File: src/rtl/keyframe_mode_decider_core_macros.svh
// Assertion macros for the keyframe mode decider.
// Expects clk and arst_n in the scope of the including module.
`ifndef KEYFRAME_MODE_DECIDER_CORE_MACROS_SVH
`define KEYFRAME_MODE_DECIDER_CORE_MACROS_SVH

// implication checked at every clock edge outside reset
`define KMD_ASSERT_IMP(label, ante, cons, msg) \
	label: assert property (@(posedge clk) disable iff (!arst_n) (ante) |-> (cons)) \
		else $error(msg);

// plain invariant
`define KMD_ASSERT_ALWAYS(label, cond, msg) \
	`KMD_ASSERT_IMP(label, 1'b1, cond, msg)

`endif

File: src/rtl/kmd_pkg.sv
// Shared types and constants for the keyframe mode decider.
// No dependencies; used by every other file of the block but the macro header.
`default_nettype none

package kmd_pkg;

	// field widths
	localparam int unsigned STAT_W   = 16;
	localparam int unsigned FRAME_W  = 32;
	localparam int unsigned BYTES_W  = 20;
	localparam int unsigned BPP_W    = 21;
	localparam int unsigned COUNT_W  = 16;
	localparam int unsigned RATE_W   = BPP_W + 1;

	// configuration port
	localparam int unsigned CFG_INDEX_W = 3;
	localparam int unsigned CFG_DATA_W  = 21;

	typedef enum logic [CFG_INDEX_W-1:0] {
		CFG_GOP_LENGTH     = 3'd0,
		CFG_P95_LIMIT      = 3'd1,
		CFG_P99_LIMIT      = 3'd2,
		CFG_ENTROPY_LIMIT  = 3'd3,
		CFG_HYSTERESIS_BPP = 3'd4
	} cfg_reg_t;

	typedef enum logic {
		OP_DECIDE = 1'b0,
		OP_UPDATE = 1'b1
	} opcode_t;

	typedef logic [BPP_W-1:0] bpp_t;

	localparam bpp_t BPP_MAX = '1;

	// reset values of the configuration registers
	localparam logic [STAT_W-1:0] GOP_LENGTH_RST     = 16'd60;
	localparam logic [STAT_W-1:0] P95_LIMIT_RST      = 16'd480;
	localparam logic [STAT_W-1:0] P99_LIMIT_RST      = 16'd1600;
	localparam logic [STAT_W-1:0] ENTROPY_LIMIT_RST  = 16'd24576;
	localparam bpp_t              HYSTERESIS_BPP_RST = 21'd9830;

	// bits per pixel: round(bytes * 2^19 / FRAME_PIXELS), via an exact reciprocal
	localparam int unsigned FRAME_PIXELS = 327680;
	localparam int unsigned BYTE_SHIFT   = 19;              // 8 bits, 16 fraction bits
	localparam int unsigned NUM_W        = BYTES_W + BYTE_SHIFT + 1;
	localparam int unsigned RECIP_SHIFT  = NUM_W + $clog2(FRAME_PIXELS);
	localparam int unsigned RECIP_W      = NUM_W + 1;
	localparam int unsigned RECIP_LO_W   = 20;
	localparam int unsigned RECIP_HI_W   = RECIP_W - RECIP_LO_W;
	localparam int unsigned PROD_LO_W    = BYTES_W + RECIP_LO_W;
	localparam int unsigned PROD_HI_W    = BYTES_W + RECIP_HI_W;
	localparam int unsigned PROD_W       = BYTES_W + RECIP_W;
	localparam int unsigned WIDE_W       = 96;
	localparam int unsigned QUOT_W       = WIDE_W - RECIP_SHIFT;

	localparam logic [WIDE_W-1:0] RECIP_FULL =
		((WIDE_W'(1) << RECIP_SHIFT) + WIDE_W'(FRAME_PIXELS) - WIDE_W'(1)) /
		WIDE_W'(FRAME_PIXELS);
	localparam logic [RECIP_W-1:0]    RECIP_M    = RECIP_FULL[RECIP_W-1:0];
	localparam logic [RECIP_LO_W-1:0] RECIP_LO   = RECIP_M[RECIP_LO_W-1:0];
	localparam logic [RECIP_HI_W-1:0] RECIP_HI   = RECIP_M[RECIP_W-1:RECIP_LO_W];
	localparam logic [WIDE_W-1:0]     ROUND_TERM =
		WIDE_W'(FRAME_PIXELS / 2) * RECIP_FULL;

	// moving average, alpha in Q16
	localparam int unsigned BLEND_W     = 38;
	localparam int unsigned BLEND_SHIFT = 16;
	localparam logic [BLEND_W-1:0] ALPHA_Q16 = 38'd6554;
	localparam logic [BLEND_W-1:0] KEEP_Q16  = 38'd58982;
	localparam logic [BLEND_W-1:0] HALF_Q16  = 38'd32768;

	typedef struct packed {
		logic [STAT_W-1:0] gop_length;
		logic [STAT_W-1:0] p95_limit;
		logic [STAT_W-1:0] p99_limit;
		logic [STAT_W-1:0] entropy_limit;
		bpp_t              hysteresis_bpp;
	} cfg_t;

	typedef struct packed {
		opcode_t            opcode;
		logic [STAT_W-1:0]  stat_p95;
		logic [STAT_W-1:0]  stat_p99;
		logic [STAT_W-1:0]  stat_entropy;
		logic [FRAME_W-1:0] frame_number;
		logic [BYTES_W-1:0] coded_bytes;
		logic               coded_as_key;
	} item_t;

	typedef struct packed {
		opcode_t            opcode;
		logic [STAT_W-1:0]  stat_p95;
		logic [STAT_W-1:0]  stat_p99;
		logic [STAT_W-1:0]  stat_entropy;
		logic [FRAME_W-1:0] frame_number;
		logic               coded_as_key;
		bpp_t               bpp;
	} work_t;

	typedef struct packed {
		logic [COUNT_W-1:0] frames_since_key;
		logic               last_was_intra;
		logic               averages_started;
		bpp_t               residual_rate_avg;
		bpp_t               key_rate_avg;
	} status_t;

endpackage

`default_nettype wire

File: src/rtl/kmd_if.sv
// Valid/ready channel interfaces of the keyframe mode decider.
// Field widths come from kmd_pkg.
`default_nettype none

interface kmd_stats_if import kmd_pkg::*; ();
	logic                valid;
	logic                ready;
	logic                opcode;
	logic [STAT_W-1:0]   stat_p95;
	logic [STAT_W-1:0]   stat_p99;
	logic [STAT_W-1:0]   stat_entropy;
	logic [FRAME_W-1:0]  frame_number;
	logic [BYTES_W-1:0]  coded_bytes;
	logic                coded_as_key;

	modport source (
		output valid, opcode, stat_p95, stat_p99, stat_entropy, frame_number,
			coded_bytes, coded_as_key,
		input  ready
	);
	modport sink (
		input  valid, opcode, stat_p95, stat_p99, stat_entropy, frame_number,
			coded_bytes, coded_as_key,
		output ready
	);
endinterface

interface kmd_decision_if import kmd_pkg::*; ();
	logic               valid;
	logic               ready;
	logic               intra_mode;
	logic [FRAME_W-1:0] keyframe_number;

	modport source (output valid, intra_mode, keyframe_number, input ready);
	modport sink (input valid, intra_mode, keyframe_number, output ready);
endinterface

`default_nettype wire

File: src/rtl/kmd_cfg.sv
// Configuration register file of the keyframe mode decider.
// Depends on kmd_pkg for the register indexes and reset values.
`default_nettype none

module kmd_cfg import kmd_pkg::*; (
	input  logic                   clk,
	input  logic                   arst_n,
	input  logic                   wr_en,
	input  logic [CFG_INDEX_W-1:0] index,
	input  logic [CFG_DATA_W-1:0]  data,
	output cfg_t                   cfg
);

	cfg_t cfg_q;

	always_ff @(posedge clk or negedge arst_n) begin
		if (!arst_n) begin
			cfg_q.gop_length     <= GOP_LENGTH_RST;
			cfg_q.p95_limit      <= P95_LIMIT_RST;
			cfg_q.p99_limit      <= P99_LIMIT_RST;
			cfg_q.entropy_limit  <= ENTROPY_LIMIT_RST;
			cfg_q.hysteresis_bpp <= HYSTERESIS_BPP_RST;
		end else if (wr_en) begin
			case (cfg_reg_t'(index))
				CFG_GOP_LENGTH:     cfg_q.gop_length     <= data[STAT_W-1:0];
				CFG_P95_LIMIT:      cfg_q.p95_limit      <= data[STAT_W-1:0];
				CFG_P99_LIMIT:      cfg_q.p99_limit      <= data[STAT_W-1:0];
				CFG_ENTROPY_LIMIT:  cfg_q.entropy_limit  <= data[STAT_W-1:0];
				CFG_HYSTERESIS_BPP: cfg_q.hysteresis_bpp <= data[BPP_W-1:0];
				default: ;
			endcase
		end
	end

	assign cfg = cfg_q;

endmodule

`default_nettype wire

File: src/rtl/kmd_bpp.sv
// Three-stage front pipeline: input register, reciprocal multiply,
// then add, shift and saturate to bits per pixel. Depends on kmd_pkg.
`default_nettype none

module kmd_bpp import kmd_pkg::*; (
	input  logic  clk,
	input  logic  arst_n,
	input  logic  in_valid,
	input  item_t in_item,
	output logic  in_ready,
	output logic  out_valid,
	output work_t out_work,
	input  logic  out_ready
);

	logic v_s1, v_s2, v_s3;
	logic rdy_s1, rdy_s2, rdy_s3;

	item_t                item_s1, item_s2;
	logic [PROD_LO_W-1:0] plo_s2;
	logic [PROD_HI_W-1:0] phi_s2;
	work_t                work_s3;

	logic [PROD_LO_W-1:0] plo;
	logic [PROD_HI_W-1:0] phi;
	logic [PROD_W-1:0]    prod;
	logic [WIDE_W-1:0]    num_scaled;
	logic [QUOT_W-1:0]    quot;
	bpp_t                 bpp;

	assign rdy_s3   = !v_s3 || out_ready;
	assign rdy_s2   = !v_s2 || rdy_s3;
	assign rdy_s1   = !v_s1 || rdy_s2;
	assign in_ready = rdy_s1;

	// reciprocal split in two halves to keep each multiplier narrow
	assign plo = PROD_LO_W'(item_s1.coded_bytes) * PROD_LO_W'(RECIP_LO);
	assign phi = PROD_HI_W'(item_s1.coded_bytes) * PROD_HI_W'(RECIP_HI);

	assign prod       = {phi_s2, RECIP_LO_W'(0)} + PROD_W'(plo_s2);
	assign num_scaled = (WIDE_W'(prod) << BYTE_SHIFT) + ROUND_TERM;
	assign quot       = num_scaled[RECIP_SHIFT +: QUOT_W];
	assign bpp        = (quot > QUOT_W'(BPP_MAX)) ? BPP_MAX : quot[BPP_W-1:0];

	always_ff @(posedge clk or negedge arst_n) begin
		if (!arst_n) begin
			v_s1 <= 1'b0;
			v_s2 <= 1'b0;
			v_s3 <= 1'b0;
		end else begin
			if (rdy_s1) v_s1 <= in_valid;
			if (rdy_s2) v_s2 <= v_s1;
			if (rdy_s3) v_s3 <= v_s2;
		end
	end

	always_ff @(posedge clk) begin
		if (rdy_s1 && in_valid) begin
			item_s1 <= in_item;
		end
		if (rdy_s2 && v_s1) begin
			item_s2 <= item_s1;
			plo_s2  <= plo;
			phi_s2  <= phi;
		end
		if (rdy_s3 && v_s2) begin
			work_s3.opcode       <= item_s2.opcode;
			work_s3.stat_p95     <= item_s2.stat_p95;
			work_s3.stat_p99     <= item_s2.stat_p99;
			work_s3.stat_entropy <= item_s2.stat_entropy;
			work_s3.frame_number <= item_s2.frame_number;
			work_s3.coded_as_key <= item_s2.coded_as_key;
			work_s3.bpp          <= bpp;
		end
	end

	assign out_valid = v_s3;
	assign out_work  = work_s3;

endmodule

`default_nettype wire

File: src/rtl/kmd_state.sv
// Decision and rate-average stage: holds the per-stream state, updates it
// once per word and registers the decision. Depends on kmd_pkg, kmd_if.
`default_nettype none

module kmd_state import kmd_pkg::*; (
	input  logic                  clk,
	input  logic                  arst_n,
	input  cfg_t                  cfg,
	input  logic                  work_valid,
	input  work_t                 work,
	output logic                  work_ready,
	kmd_decision_if.source        decision,
	output status_t               status
);

	logic [COUNT_W-1:0] fsk_q;
	logic [FRAME_W-1:0] last_key_q;
	logic               last_intra_q;
	bpp_t               res_avg_q;
	bpp_t               key_avg_q;
	logic               started_q;
	logic               out_valid_q;
	logic               intra_mode_q;
	logic [FRAME_W-1:0] key_num_q;

	logic               is_update;
	logic               update_fire;
	logic               decide_fire;
	logic [COUNT_W-1:0] fsk_inc;
	logic               gop_hit;
	logic               stat_hit;
	logic [RATE_W-1:0]  rate_lhs;
	logic [RATE_W-1:0]  rate_rhs;
	logic               rate_hit;
	logic               intra;
	logic [FRAME_W-1:0] key_next;
	bpp_t               avg_sel;
	logic [BLEND_W-1:0] blend_sum;
	bpp_t               avg_new;

	assign is_update   = (work.opcode == OP_UPDATE);
	// update words never occupy the output register
	assign work_ready  = is_update || !out_valid_q || decision.ready;
	assign update_fire = work_valid && work_ready && is_update;
	assign decide_fire = work_valid && work_ready && !is_update;

	assign fsk_inc  = (fsk_q != '1) ? fsk_q + COUNT_W'(1) : fsk_q;
	assign gop_hit  = (fsk_inc >= cfg.gop_length);
	assign stat_hit = (work.stat_p95 > cfg.p95_limit) ||
		(work.stat_p99 > cfg.p99_limit) ||
		(work.stat_entropy > cfg.entropy_limit);

	// res > key -/+ hyst, moved around so both sides stay unsigned
	always_comb begin
		if (last_intra_q) begin
			rate_lhs = RATE_W'(res_avg_q) + RATE_W'(cfg.hysteresis_bpp);
			rate_rhs = RATE_W'(key_avg_q);
		end else begin
			rate_lhs = RATE_W'(res_avg_q);
			rate_rhs = RATE_W'(key_avg_q) + RATE_W'(cfg.hysteresis_bpp);
		end
	end

	assign rate_hit = started_q && (rate_lhs > rate_rhs);
	assign intra    = gop_hit || stat_hit || rate_hit;
	assign key_next = intra ? work.frame_number : last_key_q;

	assign avg_sel   = work.coded_as_key ? key_avg_q : res_avg_q;
	assign blend_sum = ALPHA_Q16 * BLEND_W'(work.bpp) + KEEP_Q16 * BLEND_W'(avg_sel) +
		HALF_Q16;
	assign avg_new   = started_q ? blend_sum[BLEND_SHIFT +: BPP_W] : work.bpp;

	always_ff @(posedge clk or negedge arst_n) begin
		if (!arst_n) begin
			fsk_q        <= '0;
			last_key_q   <= '0;
			last_intra_q <= 1'b1;
			res_avg_q    <= '0;
			key_avg_q    <= '0;
			started_q    <= 1'b0;
			out_valid_q  <= 1'b0;
		end else begin
			if (update_fire) begin
				started_q <= 1'b1;
				if (work.coded_as_key) key_avg_q <= avg_new;
				else                   res_avg_q <= avg_new;
			end
			if (decide_fire) begin
				fsk_q        <= intra ? '0 : fsk_inc;
				last_key_q   <= key_next;
				last_intra_q <= intra;
			end
			if (decide_fire)         out_valid_q <= 1'b1;
			else if (decision.ready) out_valid_q <= 1'b0;
		end
	end

	always_ff @(posedge clk) begin
		if (decide_fire) begin
			intra_mode_q <= intra;
			key_num_q    <= key_next;
		end
	end

	assign decision.valid           = out_valid_q;
	assign decision.intra_mode      = intra_mode_q;
	assign decision.keyframe_number = key_num_q;

	assign status.frames_since_key  = fsk_q;
	assign status.last_was_intra    = last_intra_q;
	assign status.averages_started  = started_q;
	assign status.residual_rate_avg = res_avg_q;
	assign status.key_rate_avg      = key_avg_q;

endmodule

`default_nettype wire

File: src/rtl/keyframe_mode_decider_core.sv
// Top level of the keyframe mode decider: configuration registers,
// bits-per-pixel front pipeline and decision stage.
// Depends on kmd_pkg, kmd_if, kmd_cfg, kmd_bpp, kmd_state and the macro header.
//
//  channel    dir  handshake     payload
//  stats      in   valid/ready   opcode, stat_p95/p99/entropy, frame_number,
//                                coded_bytes, coded_as_key
//  decision   out  valid/ready   intra_mode, keyframe_number (decide words only)
//  cfg_*      in   cfg_wr_en     cfg_index, cfg_data
//
// One word per cycle sustained while no decision is held back. A decide word
// passes the input register, multiply stage and bpp stage; then the state stage
// writes the output register. The state stage updates its state on each word.
// Asynchronous active-low reset; no clearing pass, ready as soon as reset drops.
// A held decision stalls only decide words at the state stage; the front
// pipeline keeps accepting until its three stages are full.
`default_nettype none

`include "keyframe_mode_decider_core_macros.svh"

module keyframe_mode_decider_core import kmd_pkg::*; (
	input  logic                   clk,
	input  logic                   arst_n,
	kmd_stats_if.sink              stats,
	kmd_decision_if.source         decision,
	input  logic                   cfg_wr_en,
	input  logic [CFG_INDEX_W-1:0] cfg_index,
	input  logic [CFG_DATA_W-1:0]  cfg_data
);

	cfg_t    cfg;
	item_t   item;
	logic    work_valid;
	logic    work_ready;
	work_t   work;
	status_t status;

	assign item.opcode       = opcode_t'(stats.opcode);
	assign item.stat_p95     = stats.stat_p95;
	assign item.stat_p99     = stats.stat_p99;
	assign item.stat_entropy = stats.stat_entropy;
	assign item.frame_number = stats.frame_number;
	assign item.coded_bytes  = stats.coded_bytes;
	assign item.coded_as_key = stats.coded_as_key;

	kmd_cfg u_cfg (
		.clk    (clk),
		.arst_n (arst_n),
		.wr_en  (cfg_wr_en),
		.index  (cfg_index),
		.data   (cfg_data),
		.cfg    (cfg)
	);

	kmd_bpp u_bpp (
		.clk       (clk),
		.arst_n    (arst_n),
		.in_valid  (stats.valid),
		.in_item   (item),
		.in_ready  (stats.ready),
		.out_valid (work_valid),
		.out_work  (work),
		.out_ready (work_ready)
	);

	kmd_state u_state (
		.clk        (clk),
		.arst_n     (arst_n),
		.cfg        (cfg),
		.work_valid (work_valid),
		.work       (work),
		.work_ready (work_ready),
		.decision   (decision),
		.status     (status)
	);

	// the held decision always reflects the latest decide word
	`KMD_ASSERT_IMP(a_held_mode, decision.valid, decision.intra_mode == status.last_was_intra, "stale mode")
	`KMD_ASSERT_IMP(a_intra_count, decision.valid && decision.intra_mode, status.frames_since_key == '0, "count kept")
	`KMD_ASSERT_ALWAYS(a_avgs_zero_unseeded, status.averages_started || (status.key_rate_avg == '0 && status.residual_rate_avg == '0), "average moved before seeding")

endmodule

`default_nettype wire
File: src/flat_wrapper.sv
// flat-port wrapper written by rule: the top's interface ports become plain ports
module keyframe_mode_decider_core_flat import kmd_pkg::*;
  (clk, arst_n, cfg_wr_en, cfg_index, cfg_data, stats_valid, stats_opcode, stats_stat_p95, stats_stat_p99, stats_stat_entropy, stats_frame_number, stats_coded_bytes, stats_coded_as_key, stats_ready, decision_valid, decision_intra_mode, decision_keyframe_number, decision_ready);
  kmd_stats_if stats_i ();
  kmd_decision_if decision_i ();
  input  logic clk;
  input  logic arst_n;
  input  logic cfg_wr_en;
  input  logic [CFG_INDEX_W-1:0] cfg_index;
  input  logic [CFG_DATA_W-1:0] cfg_data;
  input wire logic [$bits(stats_i.valid)-1:0] stats_valid;
  input wire logic [$bits(stats_i.opcode)-1:0] stats_opcode;
  input wire logic [$bits(stats_i.stat_p95)-1:0] stats_stat_p95;
  input wire logic [$bits(stats_i.stat_p99)-1:0] stats_stat_p99;
  input wire logic [$bits(stats_i.stat_entropy)-1:0] stats_stat_entropy;
  input wire logic [$bits(stats_i.frame_number)-1:0] stats_frame_number;
  input wire logic [$bits(stats_i.coded_bytes)-1:0] stats_coded_bytes;
  input wire logic [$bits(stats_i.coded_as_key)-1:0] stats_coded_as_key;
  output wire logic [$bits(stats_i.ready)-1:0] stats_ready;
  output wire logic [$bits(decision_i.valid)-1:0] decision_valid;
  output wire logic [$bits(decision_i.intra_mode)-1:0] decision_intra_mode;
  output wire logic [$bits(decision_i.keyframe_number)-1:0] decision_keyframe_number;
  input wire logic [$bits(decision_i.ready)-1:0] decision_ready;
  assign stats_i.valid = stats_valid;
  assign stats_i.opcode = stats_opcode;
  assign stats_i.stat_p95 = stats_stat_p95;
  assign stats_i.stat_p99 = stats_stat_p99;
  assign stats_i.stat_entropy = stats_stat_entropy;
  assign stats_i.frame_number = stats_frame_number;
  assign stats_i.coded_bytes = stats_coded_bytes;
  assign stats_i.coded_as_key = stats_coded_as_key;
  assign stats_ready = stats_i.ready;
  assign decision_valid = decision_i.valid;
  assign decision_intra_mode = decision_i.intra_mode;
  assign decision_keyframe_number = decision_i.keyframe_number;
  assign decision_i.ready = decision_ready;
  keyframe_mode_decider_core u_core (.clk(clk), .arst_n(arst_n), .stats(stats_i), .decision(decision_i), .cfg_wr_en(cfg_wr_en), .cfg_index(cfg_index), .cfg_data(cfg_data));
endmodule
File: config.mk
export PLATFORM = sky130hd
export DESIGN_NAME = keyframe_mode_decider_core_flat
export DESIGN_NICKNAME = d
export VERILOG_FILES = /design/src/rtl/kmd_pkg.sv /design/src/rtl/kmd_if.sv /design/src/rtl/kmd_cfg.sv /design/src/rtl/kmd_bpp.sv /design/src/rtl/kmd_state.sv /design/src/rtl/keyframe_mode_decider_core.sv /design/src/flat_wrapper.sv
export VERILOG_INCLUDE_DIRS = /design/src /design/src/rtl
export SDC_FILE = /design/constraint.sdc
export NUM_CORES = 2
export LEC_CHECK = 0
export BUFFER_PORTS_ARGS = -buffer_cell sky130_fd_sc_hd__buf_2
export CAP_MARGIN = 20
export CORE_MARGIN = 2
export CORE_UTILIZATION = 40
export DETAILED_ROUTE_END_ITERATION = 8
export PLACE_DENSITY = 0.54
export SLEW_MARGIN = 20
export SYNTH_ARGS = -nofsm -noshare
export SYNTH_HDL_FRONTEND = slang
export SYNTH_SLANG_ARGS = --single-unit
export TNS_END_PERCENT = 100
File: constraint.sdc
create_clock -name clk -period 9.6 [get_ports clk]
set_clock_uncertainty 0.1 [all_clocks]
set_input_delay 0.48 -clock clk [delete_from_list [all_inputs] [get_ports clk]]
set_output_delay 0.48 -clock clk [all_outputs]
set_load 0.01 [all_outputs]
==> impl_metrics.ini <==
[status]
outcome = finished clean

[grt]
grt_start_max_net_pins = 76
track_usage = 0.191
grt_pass1_wl_microns = 180000
antenna_found_initial = 4
grt_pass1_vias = 32000
grt.overflow.total = 0

[layout]
final_cell_area_sq_mm = 0.0541
area_growth_pct = 13.0
layout-drive-gt1-share = 0.100
finish.utilization = 0.457
final_nets = 5826
antennaDiodeCount = 0

[setup_path]
timing.rr.start = u_core.u_bpp.out_work[21]
cp_max_fo = 6
crit_slowest_cell = fa_1
r2r_end = u_core.u_state.res_avg_q[19]
startpoint_type = flop
crit_top_cell = fa_1
arrival_ns = 9.41
max_stage_delay_ns = 0.53
worstPathRequired_ns = 9.96
critPathKind = reg -> reg
ff2ff_path_depth = 34
cp-end-kind = flop
rrSetupSlack_ns = 0.55

[sta]
whs_ns = 0.0910
timing.fmax_mhz = 111
grt_setup_unrepaired = no
setup_viol = 0
tns_ns = 0
period_share = 0.943
layout_min_cycle_time_ns = 9.05
relSlewSlack = 0.324
worst_pin_slew_ns = 1.01
slew_violations = 0
hold_viol = 0

[routing]
met3_length_microns = 3050
dr.max_layer_used = met4
drt_first_iter_violations = 1554
routed_wirelength_microns = 113000
drt-met1-wl_microns = 52000
vias = 30300
drt_first_pass_iters = 5
wl_met2_microns = 55400
post_drt_wl_per_cell_microns = 18.3
drc = 0
viasPerCell = 4.91
drtAntennaViolNets = 0

[synth]
synth.cell_area_sq_mm = 0.0479
ys_warn_count = 0
yosys_register_bits = 562
synthTopCellsByArea = edfxtp_1, ha_1, fa_1, dfrtp_1, inv_1
yosys-top-cells-count = inv_1, ha_1, fa_1, edfxtp_1, nand2_1
synth_edf_count = 381
synth.distinct_cells = 90
synthArstFlopShare = 0.322
synth_most_common_cell = inv_1
synth-seq-area-share = 0.334
avgSynthCellArea_sq_um = 11.4
synth_top_area_share = 0.239
synthCells = 4201
synthFlopType = edfxtp_1
syn_nets = 5504
synth.largest_area_cell = edfxtp_1

[die]
start_util = 0.404
die_area_sq_mm = 0.122
die_w_microns = 350
rows = 126
die_y_microns = 350
coreArea_sq_mm = 0.118
num_io_pins = 166

[clock_tree]
cts_buffers = 67
clock_path_buffers = 3
clkLatencyLatePin_ns = 0.63
root_buffer = clkbuf_16
htree_levels = 3
path_clk_slew_ns = 0.06
cts_tree = done
cts.sinks = 562

[min_path]
hold_start = decision_ready
worstHoldPathCells = 3
hold_path_class = in -> reg
hold_end = u_core.u_state.decision.valid

[placed_design]
dp.final_hpwl_microns = 90800
port-buffer-count = 165
gp_congestion = 0.884
placed_area_sq_mm = 0.0507

[run]
maxCapViolCount = 0
## per-layer routing
layer / global-route usage / up-vias
met5: 0 / -
met4: 0.0482 / 0
met3: 0.0197 / 130
met2: 0.329 / 403
met1: 0.256 / 14900
li1: - / 14900
## sequential cells by signal (all words and copies together) (netlist names)
register	count
u_core.u_state.decision.intra_mode	1
u_core.u_bpp.item_s1	102
u_core.u_state.last_intra_q	1
u_core.u_bpp.item_s2	82
u_core.u_state.fsk_q	16
u_core.u_bpp.phi_s2	41
u_core.u_state.res_avg_q	21
u_core.u_state.last_key_q	32
u_core.u_bpp.v_s2	1
u_core.u_bpp.plo_s2	20
u_core.u_state.decision.valid	1
u_core.u_state.started_q	1
u_core.u_bpp.v_s1	1
u_core.u_bpp.out_valid	1
u_core.u_bpp.out_work	103
u_core.u_state.decision.keyframe_number	32
u_core.u_cfg.cfg	85
u_core.u_state.key_avg_q	21
## critical path, delay by kind of cell, from the launching register on
kind,cells,cell delay (ns)
adder cells (fa/ha/maj),9,4.01
XOR/XNOR,1,0.16
AO/OA/AOI/OAI,10,2.05
multiplexers,1,0.34
AND/OR/NAND/NOR,7,1.26
flip-flops,1,0.48
buffers and inverters,6,0.51
## cells in the final DEF, fill, tap and decap left out, types with 24 or more instances in the layout
master         Yosys  layout
o21ai_0          186     186
mux2_1            39      39
nand2_1          211     211
a21o_1            94      94
dlygate4sd3_1      0     109
buf_2              1     164
mux2_2            74      74
xnor2_1          133     133
inv_1            788     788
nor3_1            25      24
edfxtp_1         381     381
nor2_1           131     131
fa_1             434     434
buf_4              1      29
nand4_1           33      33
nor2b_1           29      28
and3_1            25      25
a21oi_1          176     176
nand3_1           49      49
mux2i_1           32      29
clkbuf_16          0      70
xor2_1            57      57
dfrtp_1          160     160
o21a_1            39      39
ha_1             738     738
nand2b_1          26      26
## worst max-delay path by stage
stage | startpoint | endpoint | slack, ns | cells past startpoint
detailed placement | u_core.u_bpp.out_work[21] | u_core.u_state.res_avg_q[19] | 0.33 | 33
finish | u_core.u_bpp.out_work[21] | u_core.u_state.res_avg_q[19] | 0.55 | 34
CTS | u_core.u_bpp.out_work[21] | u_core.u_state.res_avg_q[19] | 0.28 | 33
global placement | u_core.u_bpp.out_work[21] | u_core.u_state.res_avg_q[19] | 0.46 | 32
global route | u_core.u_bpp.out_work[21] | u_core.u_state.res_avg_q[19] | 0.01 | 34
floorplan | u_core.u_bpp.out_work[21] | u_core.u_state.key_avg_q[19] | 0.87 | 35
## per-stage QoR
step / setup slack (ns) / instances
after floorplan: 0.866 / 4201
after global placement: 0.461 / 5941
after detailed placement: 0.332 / 5941
after CTS: 0.277 / 6173
after global routing: 0.0110 / 6177
final: 0.552 / 6177
## cell type report
cell class,count,area (sq um)
Fill cell,11100,64300
Multi-Input combinational cell,2799,28800
Sequential cell,562,16000
Inverter,789,2960
Timing Repair Buffer,304,2160
Tap cell,1600,2000
Clock buffer,91,1890
Clock inverter,32,314
## what timing repair did
| action | CTS | global route |
|---|---|---|
| gates resized for setup | 0 | 5 |
| hold buffers | 109 | 0 |
| endpoints found under the setup margin | 0 | 15 |
| endpoints found under the hold margin | 170 | 0 |
| setup buffers | 0 | 3 |
## cells by family after synthesis
family / after synthesis / synth area share
multiplexers: 168 / 0.0405
AND/OR/NAND/NOR: 601 / 0.0610
adder cells (fa/ha/maj): 1173 / 0.375
flip-flops: 562 / 0.334
buffers and inverters: 840 / 0.0669
XOR/XNOR: 190 / 0.0348
AO/OA/AOI/OAI: 667 / 0.0881
Power is not shown: default switching activity piles up to over one toggle a cycle in this logic, so the estimate is an artifact.
